[src/sv/rrpc_pkg.sv]
// Shared constants, types and register indexes for the radial rainbow pixel unit.
// No dependencies.
`default_nettype none
package rrpc_pkg;
    localparam int COORD_BITS = 8;
    localparam int HUE_BITS   = 16;

    localparam int FIELD_W = 8;
    localparam int CW      = (COORD_BITS < FIELD_W) ? COORD_BITS : FIELD_W;
    localparam int SQ_W    = 2 * CW + 1;
    localparam int FRAC_SH = 16;
    localparam int X_W     = SQ_W + FRAC_SH;
    localparam int RT_W    = (X_W + 1) / 2;
    localparam int X2_W    = 2 * RT_W;
    localparam int REM_W   = RT_W + 3;

    localparam int MD_W    = 17;
    localparam int DR_W    = MD_W + 1;
    localparam int NUM_W   = RT_W + HUE_BITS;

    localparam int STEP_W  = 16;
    localparam int SUM_W   = (HUE_BITS > STEP_W) ? HUE_BITS : STEP_W;

    localparam int CFG_IDX_W  = 4;
    localparam int CFG_DATA_W = 32;

    localparam logic [CFG_IDX_W-1:0] CFG_CENTER_ROW = CFG_IDX_W'(0);
    localparam logic [CFG_IDX_W-1:0] CFG_CENTER_COL = CFG_IDX_W'(1);
    localparam logic [CFG_IDX_W-1:0] CFG_MAX_DIST   = CFG_IDX_W'(2);
    localparam logic [CFG_IDX_W-1:0] CFG_HUE_STEP   = CFG_IDX_W'(3);

    localparam logic [MD_W-1:0]   MD_RESET   = MD_W'(256);
    localparam logic [STEP_W-1:0] STEP_RESET = STEP_W'(3277);

    typedef struct packed {
        logic                vld;
        logic [HUE_BITS-1:0] ofs;
    } t_tag;

    typedef struct packed {
        logic [7:0] red;
        logic [7:0] green;
        logic [7:0] blue;
    } t_rgb;
endpackage
`default_nettype wire

[src/sv/rrpc_hsv.sv]
// Three-stage hue offset add and HSV-to-RGB at full saturation and value.
// Depends on rrpc_pkg.
`default_nettype none
module rrpc_hsv (
    input  wire logic                          i_clk,
    input  wire logic                          i_rst_n,
    input  wire logic                          i_en,
    input  wire rrpc_pkg::t_tag                i_tag,
    input  wire logic [rrpc_pkg::HUE_BITS-1:0] i_frac,
    output logic                               o_vld,
    output rrpc_pkg::t_rgb                     o_rgb
);
    import rrpc_pkg::*;

    localparam logic [2:0] SEC_RED_GUP   = 3'd0;
    localparam logic [2:0] SEC_RDN_GREEN = 3'd1;
    localparam logic [2:0] SEC_GRN_BUP   = 3'd2;
    localparam logic [2:0] SEC_GDN_BLUE  = 3'd3;
    localparam logic [2:0] SEC_RUP_BLUE  = 3'd4;

    localparam logic [HUE_BITS:0] HUE_ONE = {1'b1, {HUE_BITS{1'b0}}};

    logic                r_vld_a, r_vld_b, r_vld_c;
    logic [HUE_BITS-1:0] r_hue;
    logic [2:0]          r_sec;
    logic [HUE_BITS-1:0] r_f;
    t_rgb                r_rgb;

    logic [HUE_BITS+2:0] h6;
    logic [HUE_BITS+7:0] up_p;
    logic [HUE_BITS+8:0] dn_p;
    logic [7:0]          up;
    logic [7:0]          down;
    t_rgb                n_rgb;

    always_comb begin
        h6   = (HUE_BITS+3)'(r_hue) * (HUE_BITS+3)'(6);
        up_p = (HUE_BITS+8)'(r_f) * (HUE_BITS+8)'(255);
        dn_p = (HUE_BITS+9)'(HUE_ONE - (HUE_BITS+1)'(r_f)) * (HUE_BITS+9)'(255);
        up   = up_p[HUE_BITS +: 8];
        down = dn_p[HUE_BITS +: 8];
        case (r_sec)
            SEC_RED_GUP:   n_rgb = '{red: 8'd255, green: up,     blue: 8'd0};
            SEC_RDN_GREEN: n_rgb = '{red: down,   green: 8'd255, blue: 8'd0};
            SEC_GRN_BUP:   n_rgb = '{red: 8'd0,   green: 8'd255, blue: up};
            SEC_GDN_BLUE:  n_rgb = '{red: 8'd0,   green: down,   blue: 8'd255};
            SEC_RUP_BLUE:  n_rgb = '{red: up,     green: 8'd0,   blue: 8'd255};
            default:       n_rgb = '{red: 8'd255, green: 8'd0,   blue: down};
        endcase
    end

    always_ff @(posedge i_clk) begin
        if (!i_rst_n) begin
            r_vld_a <= 1'b0;
            r_vld_b <= 1'b0;
            r_vld_c <= 1'b0;
        end else if (i_en) begin
            r_vld_a <= i_tag.vld;
            r_vld_b <= r_vld_a;
            r_vld_c <= r_vld_b;
        end
    end

    always_ff @(posedge i_clk) begin
        if (i_en) begin
            r_hue <= i_frac + i_tag.ofs;
            r_sec <= h6[HUE_BITS +: 3];
            r_f   <= h6[HUE_BITS-1:0];
            r_rgb <= n_rgb;
        end
    end

    assign o_vld = r_vld_c;
    assign o_rgb = r_rgb;
endmodule
`default_nettype wire

[config.mk]
export PLATFORM = sky130hd
export DESIGN_NAME = rrpc_hsv
export DESIGN_NICKNAME = d
export VERILOG_FILES = /design/src/sv/rrpc_pkg.sv /design/src/sv/rrpc_hsv.sv
export SDC_FILE = /design/constraint.sdc
export NUM_CORES = 1
export LEC_CHECK = 0
export ABC_CLOCK_PERIOD_IN_PS = 8630
export BUFFER_PORTS_ARGS = -buffer_cell sky130_fd_sc_hd__buf_2
export CORE_MARGIN = 10
export CORE_UTILIZATION = 34
export DETAILED_ROUTE_END_ITERATION = 16
export HOLD_SLACK_MARGIN = 0.08
export SLEW_MARGIN = 20
export SYNTH_ARGS = -nofsm -noshare
export SYNTH_HDL_FRONTEND = slang
export SYNTH_SLANG_ARGS = --single-unit
[constraint.sdc]
create_clock -name i_clk -period 8.63 [get_ports i_clk]
set_input_delay 0.4315 -clock i_clk [delete_from_list [all_inputs] [get_ports i_clk]]
set_output_delay 0.4315 -clock i_clk [all_outputs]
set_load 0.03 [all_outputs]
==> summary.md <==
| Metric | Value |
|---|---|
| WL/cell | 12.8 um |
| CTS tree | done |
| Synth cell types | 62 |
| Reg2Reg Depth | 25 |
| Syn Area/Cell | 9.81 um^2 |
| Crit path required time | 8.72 ns |
| Drt total wl | 17.3 mm |
| Hold WC Path Type | in -> reg |
| Num CTS Buffers | 9 |
| Num rows | 60 |
| Levels on crit path | 25 |
| Slew HR | 0.451 |
| Worst Tran Pin Value | 0.823 ns |
| Reg2reg setup slack | 1.68 ns |
| Share of layout cells above drive strength 1 | 0.0935 |
| Area of the core | 26700 um^2 |
| CP Launch Type | flop |
| DRC | 0 |
| Most frequent cell after synthesis | inv_1 |
| Mapped Area | 9160 um^2 |
| Worst-path clk slew | 0.06 ns |
| FF-to-FF End | o_rgb[6]$_DFFE_PP_ |
| Tot GR Track Use | 0.111 |
| Worst hold slack | 0.334 ns |
| Crit Path Max Fanout | 9 |
| Crit path from | r_f[3]$_DFFE_PP_ |
| Die height | 184 um |
| Post-route minimum period | 6.95 ns |
| Post-synth top cells | 246 x inv_1, 123 x fa_1, 123 x ha_1 |
| Hpwl dp | 14.8 mm |
| Cells on Worst Hold Path | 2 |
| Setup-failing EPs final | 0 |
| Syn nets | 1216 |
| Initial Util | 0.343 |
| EDFF count, synth | 58 |
| Nets@finish | 1282 |
| Main synth FF type | edfxtp_1 |
| Status | finished, final reports clean |
| IO Pins | 61 |
| Bufs and invs on worst path | 5 |
| Clock Sinks | 61 |
| Synth area leaders | fa_1 27%, edfxtp_1 19%, ha_1 17%, inv_1 10%, xnor2_1 5.1% |
| Yosys warns | 0 |
| Fmax | 144 MHz |
| Root buffer cell | clkbuf_16 |
| Global-route wire length before repair | 31.5 mm |
| Final cycle utilization of the critical path | 0.805 |
| Post-Synthesis Cells | 934 |
| Clock skew | 0.00640 ns |
| Initial DRC Count | 325 |
| Routed vias/inst | 4.64 |
| HP Start | i_rst_n |
| Crit-path max cell delay | 0.59 ns |
| Die area | 33900 um^2 |
| Setup TNS Final | 0 ns |
| Die W | 184 um |
| Post-CTS Resized | 0 |
| Routed via count | 6241 |
| Share of the synthesized area in the top cell type | 0.269 |
| Final Hold Fails | 0 |
| Cell family with most CP delay | adder cells |
| Origin of the critical flop-to-flop path | r_f[3]$_DFFE_PP_ |
| Antenna violations before repair | 0 |
| Final GP Congestion | 0.835 |
| CP Data Arrival Time | 7.05 ns |
| Hold Buf Count CTS | 0 |
| Vias in the first global route | 6943 |
| Critical path's most frequent cell | inv_1 |
| Area growth, synth to finish | 11.2% |
| Hold EP | r_vld_b$_SDFFE_PN0P_ |
| Setup bufs post-CTS | 0 |
| Slew Limit Fails | 0 |
| Antenna viol nets, final | 0 |
| Register area share after synthesis | 0.197 |
| Leading area contributor after synthesis | fa_1 |
| DRT Pass-1 Iters | 4 |
| Count of state elements after synthesis | 61 |
| Grt ovf | 0 |
| Critical Path Sink Type | flop |
| # diodes | 0 |
| Setup CP Type | reg -> reg |
| Max Root-Sink Buffers | 2 |
| Worst skew pair latency | 0.34 ns |
| Worst path slowest cell | edfxtp_1 |
| Port Buf Inserts | 60 |
| Largest net degree at the start of global routing | 62 |
| Maxcap violations | 0 |
| RSZ-0062 raised after global routing | false |
| Async SR Flop Fraction | 0 |
| H-tree depth | 3 |
==> kinds of logic (layout without fill, tap and decap cells) <==
family | Yosys count | count (layout) | synth area share
buffers and inverters | 252 | 323 | 0.103
AOI/OAI and AO/OA | 141 | 141 | 0.101
xor gates and xnor gates | 77 | 77 | 0.0744
DFF | 61 | 61 | 0.197
adders and majority gates | 247 | 247 | 0.438
muxes | 6 | 6 | 0.00669
and+or+nand+nor | 150 | 150 | 0.0802
==> state kept, by name, summed over array words and instances, names as in the netlist <==
signal and flops:
o_vld 1, r_vld_a 1, r_hue 16, r_vld_b 1
r_sec 3, o_rgb 24, r_f 15
==> layer usage <==
metal | track usage | share of wire | vias up | wire, um
li1 | - | - | 3131 | -
met1 | 0.138 | 0.45 | 3012 | 7760
met2 | 0.198 | 0.51 | 83 | 8790
met3 | 0.0100 | 0.025 | 15 | 424
met4 | 0.0347 | 0.017 | 0 | 293
met5 | 0 | 0 | - | 0
==> placed cells by master, fill, tap and decap left out, types with 9 or more instances in the layout <==
| cell type | instances |
|---|---|
| inv_1 | 246 |
| nor3_1 | 9 |
| a21oi_1 | 38 |
| ha_1 | 123 |
| fa_1 | 123 |
| edfxtp_1 | 58 |
| a211oi_1 | 10 |
| nand3_1 | 14 |
| o21ai_0 | 37 |
| clkbuf_16 | 9 |
| nand2_1 | 49 |
| xnor2_1 | 53 |
| nor2_1 | 34 |
| buf_2 | 60 |
| xor2_1 | 23 |
==> through the flow <==
stage,setup WS [ns],instance area (um^2),cells,utilization
finish,1.68,10200,1346,0.381
global route,1.19,10200,1346,0.381
CTS,1.67,10200,1346,0.381
detailed placement,1.67,9870,1330,0.369
global placement,1.80,9870,1330,0.369
floorplan,2.18,9160,934,-
==> final cells by class <==
class / instances / area, um^2
Inverter: 246 / 923
Tap cell: 341 / 427
Timing Repair Buffer: 61 / 308
Clock buffer: 10 / 229
Multi-Input combinational cell: 621 / 6410
Fill cell: 2699 / 16500
Sequential cell: 61 / 1800
Clock inverter: 6 / 86.3
==> how the worst max path moves through the flow <==
stage	to	slack [ns]
global route	o_rgb[6]$_DFFE_PP_	1.19
CTS	o_rgb[6]$_DFFE_PP_	1.67
floorplan	o_rgb[6]$_DFFE_PP_	2.18
finish	o_rgb[6]$_DFFE_PP_	1.68
global placement	o_rgb[6]$_DFFE_PP_	1.80
detailed placement	o_rgb[6]$_DFFE_PP_	1.67
Power is left out: the tool's default activity adds up to more than one toggle a clock period on the data nets, which glitch-free logic cannot reach.
