===== src/sv/rrpc_pkg.sv =====
// Shared constants, types and register indexes for the radial rainbow pixel unit.
// No dependencies.
`default_nettype none
package rrpc_pkg;
    localparam int COORD_BITS = 8;
    localparam int HUE_BITS   = 16;

    localparam int FIELD_W = 8;
    localparam int CW      = (COORD_BITS < FIELD_W) ? COORD_BITS : FIELD_W;
    localparam int SQ_W    = 2 * CW + 1;
    localparam int FRAC_SH = 16;
    localparam int X_W     = SQ_W + FRAC_SH;
    localparam int RT_W    = (X_W + 1) / 2;
    localparam int X2_W    = 2 * RT_W;
    localparam int REM_W   = RT_W + 3;

    localparam int MD_W    = 17;
    localparam int DR_W    = MD_W + 1;
    localparam int NUM_W   = RT_W + HUE_BITS;

    localparam int STEP_W  = 16;
    localparam int SUM_W   = (HUE_BITS > STEP_W) ? HUE_BITS : STEP_W;

    localparam int CFG_IDX_W  = 4;
    localparam int CFG_DATA_W = 32;

    localparam logic [CFG_IDX_W-1:0] CFG_CENTER_ROW = CFG_IDX_W'(0);
    localparam logic [CFG_IDX_W-1:0] CFG_CENTER_COL = CFG_IDX_W'(1);
    localparam logic [CFG_IDX_W-1:0] CFG_MAX_DIST   = CFG_IDX_W'(2);
    localparam logic [CFG_IDX_W-1:0] CFG_HUE_STEP   = CFG_IDX_W'(3);

    localparam logic [MD_W-1:0]   MD_RESET   = MD_W'(256);
    localparam logic [STEP_W-1:0] STEP_RESET = STEP_W'(3277);

    typedef struct packed {
        logic                vld;
        logic [HUE_BITS-1:0] ofs;
    } t_tag;

    typedef struct packed {
        logic [7:0] red;
        logic [7:0] green;
        logic [7:0] blue;
    } t_rgb;
endpackage
`default_nettype wire


===== src/sv/rrpc_sqrt.sv =====
// Pipelined floor square root, one result bit per stage.
// Depends on rrpc_pkg.
`default_nettype none
module rrpc_sqrt (
    input  wire logic                      i_clk,
    input  wire logic                      i_rst_n,
    input  wire logic                      i_en,
    input  wire rrpc_pkg::t_tag            i_tag,
    input  wire logic [rrpc_pkg::SQ_W-1:0] i_sq,
    output rrpc_pkg::t_tag                 o_tag,
    output logic [rrpc_pkg::RT_W-1:0]      o_root
);
    import rrpc_pkg::*;

    t_tag              r_tag [RT_W];
    logic [REM_W-1:0]  r_rem [RT_W];
    logic [RT_W-1:0]   r_q   [RT_W];
    logic [X2_W-1:0]   r_x   [RT_W];

    for (genvar k = 0; k < RT_W; k++) begin : g_stage
        t_tag             a_tag;
        logic [REM_W-1:0] a_rem;
        logic [RT_W-1:0]  a_q;
        logic [X2_W-1:0]  a_x;
        logic [REM_W-1:0] t;
        logic [REM_W-1:0] trial;
        logic [REM_W-1:0] n_rem;
        logic [RT_W-1:0]  n_q;

        if (k == 0) begin : g_first
            assign a_tag = i_tag;
            assign a_rem = '0;
            assign a_q   = '0;
            assign a_x   = X2_W'({i_sq, {FRAC_SH{1'b0}}});
        end else begin : g_next
            assign a_tag = r_tag[k-1];
            assign a_rem = r_rem[k-1];
            assign a_q   = r_q[k-1];
            assign a_x   = r_x[k-1];
        end

        always_comb begin
            t     = {a_rem[REM_W-3:0], a_x[X2_W-1 -: 2]};
            trial = REM_W'({a_q, 2'b01});
            if (t >= trial) begin
                n_rem = t - trial;
                n_q   = {a_q[RT_W-2:0], 1'b1};
            end else begin
                n_rem = t;
                n_q   = {a_q[RT_W-2:0], 1'b0};
            end
        end

        always_ff @(posedge i_clk) begin
            if (!i_rst_n) begin
                r_tag[k].vld <= 1'b0;
            end else if (i_en) begin
                r_tag[k].vld <= a_tag.vld;
            end
        end

        always_ff @(posedge i_clk) begin
            if (i_en) begin
                r_tag[k].ofs <= a_tag.ofs;
                r_rem[k]     <= n_rem;
                r_q[k]       <= n_q;
                r_x[k]       <= {a_x[X2_W-3:0], 2'b00};
            end
        end
    end

    assign o_tag  = r_tag[RT_W-1];
    assign o_root = r_q[RT_W-1];
endmodule
`default_nettype wire


===== config.mk =====
export PLATFORM = sky130hd
export DESIGN_NAME = rrpc_sqrt
export DESIGN_NICKNAME = d
export VERILOG_FILES = /design/src/sv/rrpc_pkg.sv /design/src/sv/rrpc_sqrt.sv
export SDC_FILE = /design/constraint.sdc
export NUM_CORES = 1
export LEC_CHECK = 0
export ABC_AREA = 1
export BUFFER_PORTS_ARGS = -buffer_cell sky130_fd_sc_hd__buf_2
export CAP_MARGIN = 10
export CORE_UTILIZATION = 38
export CTS_CLUSTER_DIAMETER = 120
export CTS_CLUSTER_SIZE = 40
export DETAILED_ROUTE_END_ITERATION = 10
export SKIP_CTS_REPAIR_TIMING = 1
export SLEW_MARGIN = 20
export SYNTH_ARGS = -nofsm -noshare
export SYNTH_HDL_FRONTEND = slang
export SYNTH_SLANG_ARGS = --single-unit

===== constraint.sdc =====
create_clock -name i_clk -period 3.15 [get_ports i_clk]
set_input_delay 0.4725 -clock i_clk [delete_from_list [all_inputs] [get_ports i_clk]]
set_output_delay 0.4725 -clock i_clk [all_outputs]
set_load 0.05 [all_outputs]

==> impl_metrics.env <==
export IMPL_outcome="complete, no violations"
export IMPL_htreeDepth=1
export IMPL_grt_max_degree=95
export IMPL_synth_compound_area_share_pct=5.16
export IMPL_path_cells="ha_1 -> fa_1 -> nand2_1 -> nand2_1 -> nand3_1 -> nand2_1 -> nand2_1 -> nand2_2 -> nand2_4 -> nand2_4 -> nand3_1 -> nand2_1"
export IMPL_final_cell_mix="nand2_1 (798), edfxtp_1 (770), inv_1 (417), nor2_1 (271), nand3_1 (235)"
export IMPL_hpwlAfterDp_mm=52.2
export IMPL_total_power_mw=22.0
export IMPL_slowest_delay_ns=0.48
export IMPL_finalHoldViolCount=0
export IMPL_finalCriticalPeriod_ns=2.36
export IMPL_clkSlewWorstSetupHoldPaths_ns=0.13
export IMPL_synth_nets=3521
export IMPL_final_area_mm2=0.0399
export IMPL_multiInputGateArea_mm2=0.0116
export IMPL_drive_gt1_share_pct=9.83
export IMPL_r2r_start="r_rem[0][280]"
export IMPL_fin_ws_ns=0.791
export IMPL_stdcell_count=4733
export IMPL_endpoint="r_rem[0][315]"
export IMPL_worstPathArrival_ns=2.76
export IMPL_clock_sinks=771
export IMPL_synth_xor_area_share_pct=2.34
export IMPL_regToRegEndpoint="r_rem[0][315]"
export IMPL_synth_edf_count=770
export IMPL_clkLatencyLatePin_ns=0.66
export IMPL_critPathRequiredTime_ns=3.55
export IMPL_clock_path_buffers=3
export IMPL_cp_end_kind="flip-flop"
export IMPL_clock_skew_ns=0.0323
export IMPL_min_period_over_period_pct=74.9
export IMPL_cp_max_fo=20
export IMPL_core_mm2=0.0953
export IMPL_fmax_mhz=424
export IMPL_ios=71
export IMPL_cp_start_kind="flip-flop"
export IMPL_worstRegToRegCells=12
export IMPL_yosysWarnings=0
export IMPL_avgSynthCellArea_um2=11.1
export IMPL_ant_nets=0
export IMPL_placed_area_mm2=0.0386
export IMPL_die_width_um=313
export IMPL_final_nets=3650
export IMPL_root_buffer="clkbuf_16"
export IMPL_synth_top_family_by_area="simple AND/OR/NAND/NOR gates"
export IMPL_maxSlewHeadroom_pct=56.1
export IMPL_num_rows=113
export IMPL_drc=0
export IMPL_drt_iter0_drc=1562
export IMPL_crit_top_cell="nand2_1"
export IMPL_fillerInstances=9141
export IMPL_synthArstFlopShare_pct=0
export IMPL_dpl_worst_slack_ns=0.796
export IMPL_grt_usage_pct=14.1
export IMPL_antenna_found_initial=0
export IMPL_worstMarginPinSlew_ns=0.652
export IMPL_chipHeight_um=313
export IMPL_setup_viol=0
export IMPL_tns_ns=0
export IMPL_regArea_mm2=0.0231
export IMPL_dp_cells=4655
export IMPL_synth_top_flop_cell="edfxtp_1"
export IMPL_rsz0062_at_grt="no"
export IMPL_antenna_cells=0
export IMPL_power_density_mw_per_mm2=552
export IMPL_min_path_type="input pin to flip-flop"
export IMPL_synthMuxAreaShare_pct=0
export IMPL_area_growth_syn_to_layout_pct=8.57
export IMPL_timing_hold_ws_ns=0.0740
export IMPL_final_util_pct=41.8
export IMPL_synth_fa_ha_area_share_pct=5.66
export IMPL_ys_seq_elements=771
export IMPL_final_common_cell="nand2_1"
export IMPL_slowest_stage="edfxtp_1"
export IMPL_vdd_drop_max_v=0.000581
export IMPL_globalplace_congestion=0.889
export IMPL_startpoint="r_rem[0][280]"
export IMPL_gr_total_overflow=0
export IMPL_grt_pass1_vias=21100
export IMPL_reg2reg_slack_ns=0.79
export IMPL_drt_wirelength_per_cell_um=14.9
export IMPL_synth_distinct_cells=61
export IMPL_slew_viol_final=0
export IMPL_first_pass_iters=8
export IMPL_vias=22400
export IMPL_cts_buffers_inserted=26
export IMPL_drv_cap=0
export IMPL_p_leak_nw=16.5
export IMPL_worstSetupPathType="flip-flop to flip-flop"
export IMPL_synthCells=3322
export IMPL_viasPerCell=4.73
export IMPL_grt_pass1_wl_mm=112
export IMPL_numPortBuffers=70
export IMPL_start_util_pct=38.5
export IMPL_yosys_area_share_simple_pct=18.3
export IMPL_syn_area_mm2=0.0367
export IMPL_seq_area_frac_synth_pct=63.0
export IMPL_wl_mm=70.3
export IMPL_die_area_mm2=0.0979
export IMPL_cts_tree="done"
## Yosys cell counts (7+ instances only)
cell type / n / area (µm²)
nor3_1: 23 / 115
a21oi_2: 45 / 394
nand2_4: 18 / 203
nor2_2: 12 / 75.1
nor2_4: 7 / 78.8
xor2_1: 65 / 569
nand4_1: 43 / 269
ha_1: 155 / 1940
o21bai_1: 8 / 60.1
nor2_1: 271 / 1020
a21oi_1: 112 / 561
edfxtp_1: 770 / 23100
or2_2: 7 / 43.8
inv_1: 417 / 1570
o21ai_1: 14 / 70.1
fa_1: 7 / 140
and2_1: 8 / 50.1
a21o_1: 8 / 60.1
xnor2_1: 33 / 289
nand3b_1: 23 / 173
nand2_1: 798 / 3000
o21ai_2: 29 / 254
nand3_1: 235 / 1180
buf_6: 10 / 113
inv_2: 30 / 113
nand3_2: 9 / 90.1
nand2_2: 28 / 175
o21ai_0: 72 / 360
## critical path: cells and delay by family, from the launching register on
kind	cells	cell delay, ns
fa+ha+maj	2	0.64
flops	1	0.48
simple gates	10	0.99
## routing by layer
metal  routed length (µm)  part of all wire, %  global-route usage (%)
met4                 1330                  1.9                    2.87
met5                    0                    0                       0
met1                35300                   50                    21.1
met3                 2760                  3.9                    1.69
met2                31000                   44                    22.1
## logic make-up (layout without fill, tap and decap cells)
logic type,Yosys count,after routing
xor gates and xnor gates,98,98
DFF,771,771
buffers and inverters,481,627
adders and majority gates,162,162
other,1,1
AOI/OAI and AO/OA,305,305
and+or+nand+nor,1504,1504
## worst min-delay path by stage
stage	slack (ns)	endpoint	start	cells after the start
floorplan	0.40	r_tag[10][0]	r_tag[9][0]	0
global placement	0.40	r_x[0][87]	r_x[0][53]	0
detailed placement	0.40	r_tag[12][11]	r_tag[11][11]	0
CTS	-0.08	r_tag[0][0]	i_tag[0]	1
global route	0.07	r_tag[16][16]	i_rst_n	3
finish	0.07	r_tag[16][16]	i_rst_n	3
## flip-flops by register name (all words and copies together), names as in the netlist
name   count
r_tag    289
r_rem    257
r_q      153
r_x       72
## cell type report
cell class                 count  area share (%)
inverter                     455            4.35
clock inverter                11           0.421
timing repair buffer         127            2.37
sequential                   771            58.1
tap                         1265            3.97
clock buffer                  34            1.81
multi-input combinational   2070            29.0
## power breakdown
part           internal (mW)  switching [mW]  leakage (nW)
logic                   1.44            2.65          8.69
registers               12.4           0.587          7.38
clock network           1.76            3.14         0.431
total                   15.7            6.37          16.5
Power figures use the tool's default switching activity.
