## src/sv/rrpc_pkg.sv

```systemverilog
// Shared constants, types and register indexes for the radial rainbow pixel unit.
// No dependencies.
`default_nettype none
package rrpc_pkg;
    localparam int COORD_BITS = 8;
    localparam int HUE_BITS   = 16;

    localparam int FIELD_W = 8;
    localparam int CW      = (COORD_BITS < FIELD_W) ? COORD_BITS : FIELD_W;
    localparam int SQ_W    = 2 * CW + 1;
    localparam int FRAC_SH = 16;
    localparam int X_W     = SQ_W + FRAC_SH;
    localparam int RT_W    = (X_W + 1) / 2;
    localparam int X2_W    = 2 * RT_W;
    localparam int REM_W   = RT_W + 3;

    localparam int MD_W    = 17;
    localparam int DR_W    = MD_W + 1;
    localparam int NUM_W   = RT_W + HUE_BITS;

    localparam int STEP_W  = 16;
    localparam int SUM_W   = (HUE_BITS > STEP_W) ? HUE_BITS : STEP_W;

    localparam int CFG_IDX_W  = 4;
    localparam int CFG_DATA_W = 32;

    localparam logic [CFG_IDX_W-1:0] CFG_CENTER_ROW = CFG_IDX_W'(0);
    localparam logic [CFG_IDX_W-1:0] CFG_CENTER_COL = CFG_IDX_W'(1);
    localparam logic [CFG_IDX_W-1:0] CFG_MAX_DIST   = CFG_IDX_W'(2);
    localparam logic [CFG_IDX_W-1:0] CFG_HUE_STEP   = CFG_IDX_W'(3);

    localparam logic [MD_W-1:0]   MD_RESET   = MD_W'(256);
    localparam logic [STEP_W-1:0] STEP_RESET = STEP_W'(3277);

    typedef struct packed {
        logic                vld;
        logic [HUE_BITS-1:0] ofs;
    } t_tag;

    typedef struct packed {
        logic [7:0] red;
        logic [7:0] green;
        logic [7:0] blue;
    } t_rgb;
endpackage
`default_nettype wire

```

## src/sv/rrpc_div.sv

```systemverilog
// Pipelined restoring divider, one quotient bit per stage; keeps the low hue bits.
// Depends on rrpc_pkg.
`default_nettype none
module rrpc_div (
    input  wire logic                          i_clk,
    input  wire logic                          i_rst_n,
    input  wire logic                          i_en,
    input  wire logic [rrpc_pkg::MD_W-1:0]     i_md,
    input  wire rrpc_pkg::t_tag                i_tag,
    input  wire logic [rrpc_pkg::RT_W-1:0]     i_dist,
    output rrpc_pkg::t_tag                     o_tag,
    output logic [rrpc_pkg::HUE_BITS-1:0]      o_quot
);
    import rrpc_pkg::*;

    t_tag                r_tag [NUM_W];
    logic [DR_W-1:0]     r_rem [NUM_W];
    logic [HUE_BITS-1:0] r_q   [NUM_W];
    logic [NUM_W-1:0]    r_n   [NUM_W];

    for (genvar k = 0; k < NUM_W; k++) begin : g_stage
        t_tag                a_tag;
        logic [DR_W-1:0]     a_rem;
        logic [HUE_BITS-1:0] a_q;
        logic [NUM_W-1:0]    a_n;
        logic [DR_W-1:0]     t;
        logic [DR_W-1:0]     n_rem;
        logic [HUE_BITS-1:0] n_q;

        if (k == 0) begin : g_first
            assign a_tag = i_tag;
            assign a_rem = '0;
            assign a_q   = '0;
            assign a_n   = {i_dist, {HUE_BITS{1'b0}}};
        end else begin : g_next
            assign a_tag = r_tag[k-1];
            assign a_rem = r_rem[k-1];
            assign a_q   = r_q[k-1];
            assign a_n   = r_n[k-1];
        end

        always_comb begin
            t = {a_rem[DR_W-2:0], a_n[NUM_W-1]};
            if (t >= {1'b0, i_md}) begin
                n_rem = t - {1'b0, i_md};
                n_q   = HUE_BITS'({a_q, 1'b1});
            end else begin
                n_rem = t;
                n_q   = HUE_BITS'({a_q, 1'b0});
            end
        end

        always_ff @(posedge i_clk) begin
            if (!i_rst_n) begin
                r_tag[k].vld <= 1'b0;
            end else if (i_en) begin
                r_tag[k].vld <= a_tag.vld;
            end
        end

        always_ff @(posedge i_clk) begin
            if (i_en) begin
                r_tag[k].ofs <= a_tag.ofs;
                r_rem[k]     <= n_rem;
                r_q[k]       <= n_q;
                r_n[k]       <= {a_n[NUM_W-2:0], 1'b0};
            end
        end
    end

    assign o_tag  = r_tag[NUM_W-1];
    assign o_quot = r_q[NUM_W-1];
endmodule
`default_nettype wire

```

## config.mk

```make
export PLATFORM = sky130hd
export DESIGN_NAME = rrpc_div
export DESIGN_NICKNAME = d
export VERILOG_FILES = /design/src/sv/rrpc_pkg.sv /design/src/sv/rrpc_div.sv
export SDC_FILE = /design/constraint.sdc
export NUM_CORES = 2
export LEC_CHECK = 0
export ABC_CLOCK_PERIOD_IN_PS = 5000
export BUFFER_PORTS_ARGS = -buffer_cell sky130_fd_sc_hd__buf_2
export CAP_MARGIN = 20
export CELL_PAD_IN_SITES_DETAIL_PLACEMENT = 0
export CELL_PAD_IN_SITES_GLOBAL_PLACEMENT = 1
export CORE_ASPECT_RATIO = 0.5
export CORE_MARGIN = 2
export CORE_UTILIZATION = 40
export CTS_BUF_LIST = sky130_fd_sc_hd__clkbuf_4 sky130_fd_sc_hd__clkbuf_8
export CTS_CLUSTER_DIAMETER = 50
export DETAILED_ROUTE_END_ITERATION = 10
export GPL_TIMING_DRIVEN = 0
export PLACE_DENSITY_LB_ADDON = 0.1
export SYNTH_ARGS = -nofsm -noshare
export SYNTH_HDL_FRONTEND = slang
export SYNTH_SLANG_ARGS = --single-unit
```

## constraint.sdc

```tcl
create_clock -name i_clk -period 5 [get_ports i_clk]
set_input_delay 0.5 -clock i_clk [delete_from_list [all_inputs] [get_ports i_clk]]
set_output_delay 0.5 -clock i_clk [all_outputs]
set_load 0.005 [all_outputs]
```

==> metrics <==
# IOs 87; Hold Vio Cnt, Final 0; crit path max fanout 176; CORE AREA 0.1797 sq mm; Post-Syn Nets 6374; fin nets 6739; pwr/cell area 634.6 mW/mm^2; FF-to-FF Start r_n[0][223]$_DFFE_PP_; max_cap viols 0; Non-Filler Instances 8690; H-tree depth 4; die area 0.1845 sq mm; FP Rows 110; Syn-to-layout area delta 12.43%; clock skew 0.05518 ns; first-pass GRT wire length 260200 microns; hold path endpoint r_rem[0][7]$_SDFFCE_PP0P_; Compound-Gate Fraction of Synth Area 0.1330; area share of xor/xnor cells in the synthesized design 0.04371; vias per cell 5.365; post-route ant nets 0; drt first pass iters 5; Rel. slew slack 0.2825; worst vdd ir 0.0002028 V; cts repair resizes 0; routed wire length 167200 microns; HP Start i_md[7]; fill count 16340; Worst Max-Slew Pin Slew 1.062 ns; Crit. End Element flip-flop; mean post-synth cell area 12.59 sq um; GRT overflow 0; vias 46620; initial DRC count 3141; Routed WL per cell 19.24 microns; RSZ-0062 raised after global routing no; Seq cells post-synth 1377; total track usage 0.1788; EDFF count, synth 1376; FMAX 0.2163 GHz; Clock Root Buffer clkbuf_8; Setup-failing EPs final 0; TritonCTS buffer count 215; layout cells sized above 1 0.1178; outcome completed; share of flip-flops with an asynchronous set or reset 0; reg2reg path depth 12; Detail Route met2 WL 72470 microns; clk_lat worst skew 0.92 ns; Area after DPL 0.07649 sq mm; DR top layer met4; Clock Pin Slew Worst Setup and Hold Paths 0.07 ns; simple-gate share of the synthesized area 0.09242; Hold Path Class input port to flip-flop; post-route clock period utilization 0.9248; largest net degree at the start of global routing 177; worst hold path depth 4; Final Wtd Congestion 0.8305; synth unique cells 93; Final Instance Area 0.08133 sq mm; routed length on met3 6879 microns; synthesis warning total 0; Worst Path Required 5.52 ns; WHS 0.2353 ns; vias in the first global route 46050; antenna violations before repair 1; multiplexer area fraction after synthesis 0.04113; CP Class input port to flip-flop; Detailed Place HPWL 112100 microns; Die Y 304.7 microns; Die Wd 605.4 microns; CTS tree yes; Final min period 4.624 ns; Metal-1 WL 83450 microns; Bufs on Longest Clock Path 4; Mapped Cells 5744; Netlist Area Pre-Place 0.07234 sq mm; R2R setup slack 1.23 ns; setup TNS 0 ns; residual DRC count 0; initial core utilization 0.4024; FF-to-FF End r_rem[0][141]$_DFFE_PP_; Sink Count 1377; Worst EP arrival 5.14 ns; Startpoint Class input port; Post-synth top flop edfxtp_1; P_leak 30.79 nW; Pins Over Slew Limit 0; Adder-Cell Fraction of Synth Area 0.1028; main combinational cell family by area after synthesis compound AO/OA/AOI/OAI gates; PortBufs 86; Placed Cells 8264; sequential share of the synthesized area 0.5715
-- kinds of logic after synthesis --
| logic type | Yosys count |
|---|---|
| multiplexers | 265 |
| XOR/XNOR | 361 |
| flip-flops | 1377 |
| adder cells (fa/ha/maj) | 576 |
| buffers and inverters | 287 |
| AO/OA/AOI/OAI | 1507 |
| AND/OR/NAND/NOR | 1371 |
-- metal layers --
layer	GRT usage	up-vias
met2	0.2725	918
met1	0.2626	22570
met4	0.05093	0
met5	0	-
met3	0.02820	292
li1	-	22840
-- registers in the layout, summed over array words and instances, names as in the netlist --
register / count
r_rem: 544
r_n: 136
r_q: 136
r_tag: 561
-- power by group --
group / total (W) / internal [W] / leakage [nW] / switching, W
registers: 0.0186 / 0.0170 / 13.5 / 0.00161
logic: 0.0229 / 0.0102 / 15.0 / 0.0128
clock network: 0.0101 / 0.00548 / 2.31 / 0.00462
total: 0.0516 / 0.0326 / 30.8 / 0.0190
-- area by class of cell --
| class | count | area [sq um] | share of cell area |
|---|---|---|---|
| Sequential cell | 1377 | 41340 | 0.5083 |
| Multi-Input combinational cell | 4080 | 29880 | 0.3674 |
| Clock buffer | 260 | 3309 | 0.04069 |
| Tap cell | 2408 | 3013 | 0.03705 |
| Timing Repair Buffer | 148 | 1466 | 0.01803 |
| Clock inverter | 129 | 1165 | 0.01432 |
| Inverter | 175 | 688.2 | 0.008462 |
| Buffer | 112 | 461.7 | 0.005677 |
| Antenna cell | 1 | 2.502 | 0.00003077 |
-- worst max-delay path, stage by stage --
cell           delay (ns)
dlygate4sd3_1        0.57
buf_12               0.40
buf_16               0.52
buf_16               0.48
buf_16               0.50
buf_16               0.59
buf_16               0.53
-- cells in the final DEF (no fill, tap or decap), types with 57 or more instances in the layout --
cell | netlist | routed
a21o_1 | 179 | 179
a21oi_1 | 414 | 414
a31oi_1 | 69 | 69
and3_1 | 57 | 57
buf_2 | 5 | 88
clkbuf_1 | 99 | 98
clkbuf_8 | 0 | 217
clkinv_1 | 1 | 59
edfxtp_1 | 1376 | 1376
ha_1 | 545 | 545
inv_1 | 173 | 158
mux2_2 | 218 | 218
nand2_1 | 363 | 363
nand2b_1 | 79 | 79
nand3_1 | 76 | 76
nand4_1 | 64 | 64
nor2_1 | 375 | 375
nor2b_1 | 101 | 101
nor3_1 | 78 | 78
o21a_1 | 102 | 102
o21ai_0 | 370 | 370
xnor2_1 | 204 | 204
xor2_1 | 157 | 157
-- synthesized netlist by cell type (10+ instances only) --
cell,instances,share of area
nand4_1,64,0.0055
mux2_2,218,0.034
o22ai_1,11,0.00095
o21ai_1,15,0.0010
a21o_1,179,0.019
o21ai_0,370,0.026
mux2_1,12,0.0019
and3_1,57,0.0049
and2_1,24,0.0021
or3_1,31,0.0027
a211oi_1,31,0.0032
and4_1,16,0.0019
o21a_1,102,0.011
nand2b_1,79,0.0068
xor2_1,157,0.019
a2111oi_0,23,0.0028
a211o_1,26,0.0031
inv_1,173,0.0090
o41ai_1,10,0.0012
or2_2,17,0.0015
xnor2_1,204,0.025
o21bai_1,22,0.0023
mux2i_1,28,0.0039
nor3_1,78,0.0054
nor3b_1,18,0.0019
fa_1,31,0.0086
o311ai_0,12,0.0015
a21boi_0,22,0.0023
a21oi_1,414,0.029
nand4b_1,14,0.0017
nand2_1,363,0.019
o2111ai_1,15,0.0018
nand3_1,76,0.0053
edfxtp_1,1376,0.57
ha_1,545,0.094
nor2_1,375,0.019
o31a_1,21,0.0025
nor2b_1,101,0.0087
a31oi_1,69,0.0060
o211ai_1,28,0.0029
nor4_1,34,0.0029
clkbuf_1,99,0.0051
o31ai_1,47,0.0049
-- repair_timing --
item	CTS	global route
hold endpoints to repair	40	0
setup buffers	0	0
hold buffers	36	0
-- metrics by stage --
stage	setup WS, ns	power [W]	util
floorplan	1.277	0.03546	-
global placement	-17.92	0.04174	0.4216
detailed placement	0.01350	0.04142	0.4255
CTS	0.4019	0.05213	0.4524
global route	0.04934	0.05557	0.4525
finish	0.3761	0.05161	0.4525
-- worst max-delay path by stage --
stage	from	to	slack (ns)	cells after the start
after floorplan	i_md[2]	r_rem[0][171]$_DFFE_PP_	1.28	11
after global placement	i_en	r_q[32][9]$_DFFE_PP_	-17.92	1
after detailed placement	i_en	r_q[31][7]$_DFFE_PP_	0.01	6
after CTS	i_en	r_q[25][8]$_DFFE_PP_	0.40	7
after global routing	i_en	r_q[26][2]$_DFFE_PP_	0.05	7
final	i_en	r_rem[0][444]$_DFFE_PP_	0.38	7
(Power assumes the default switching activity.)
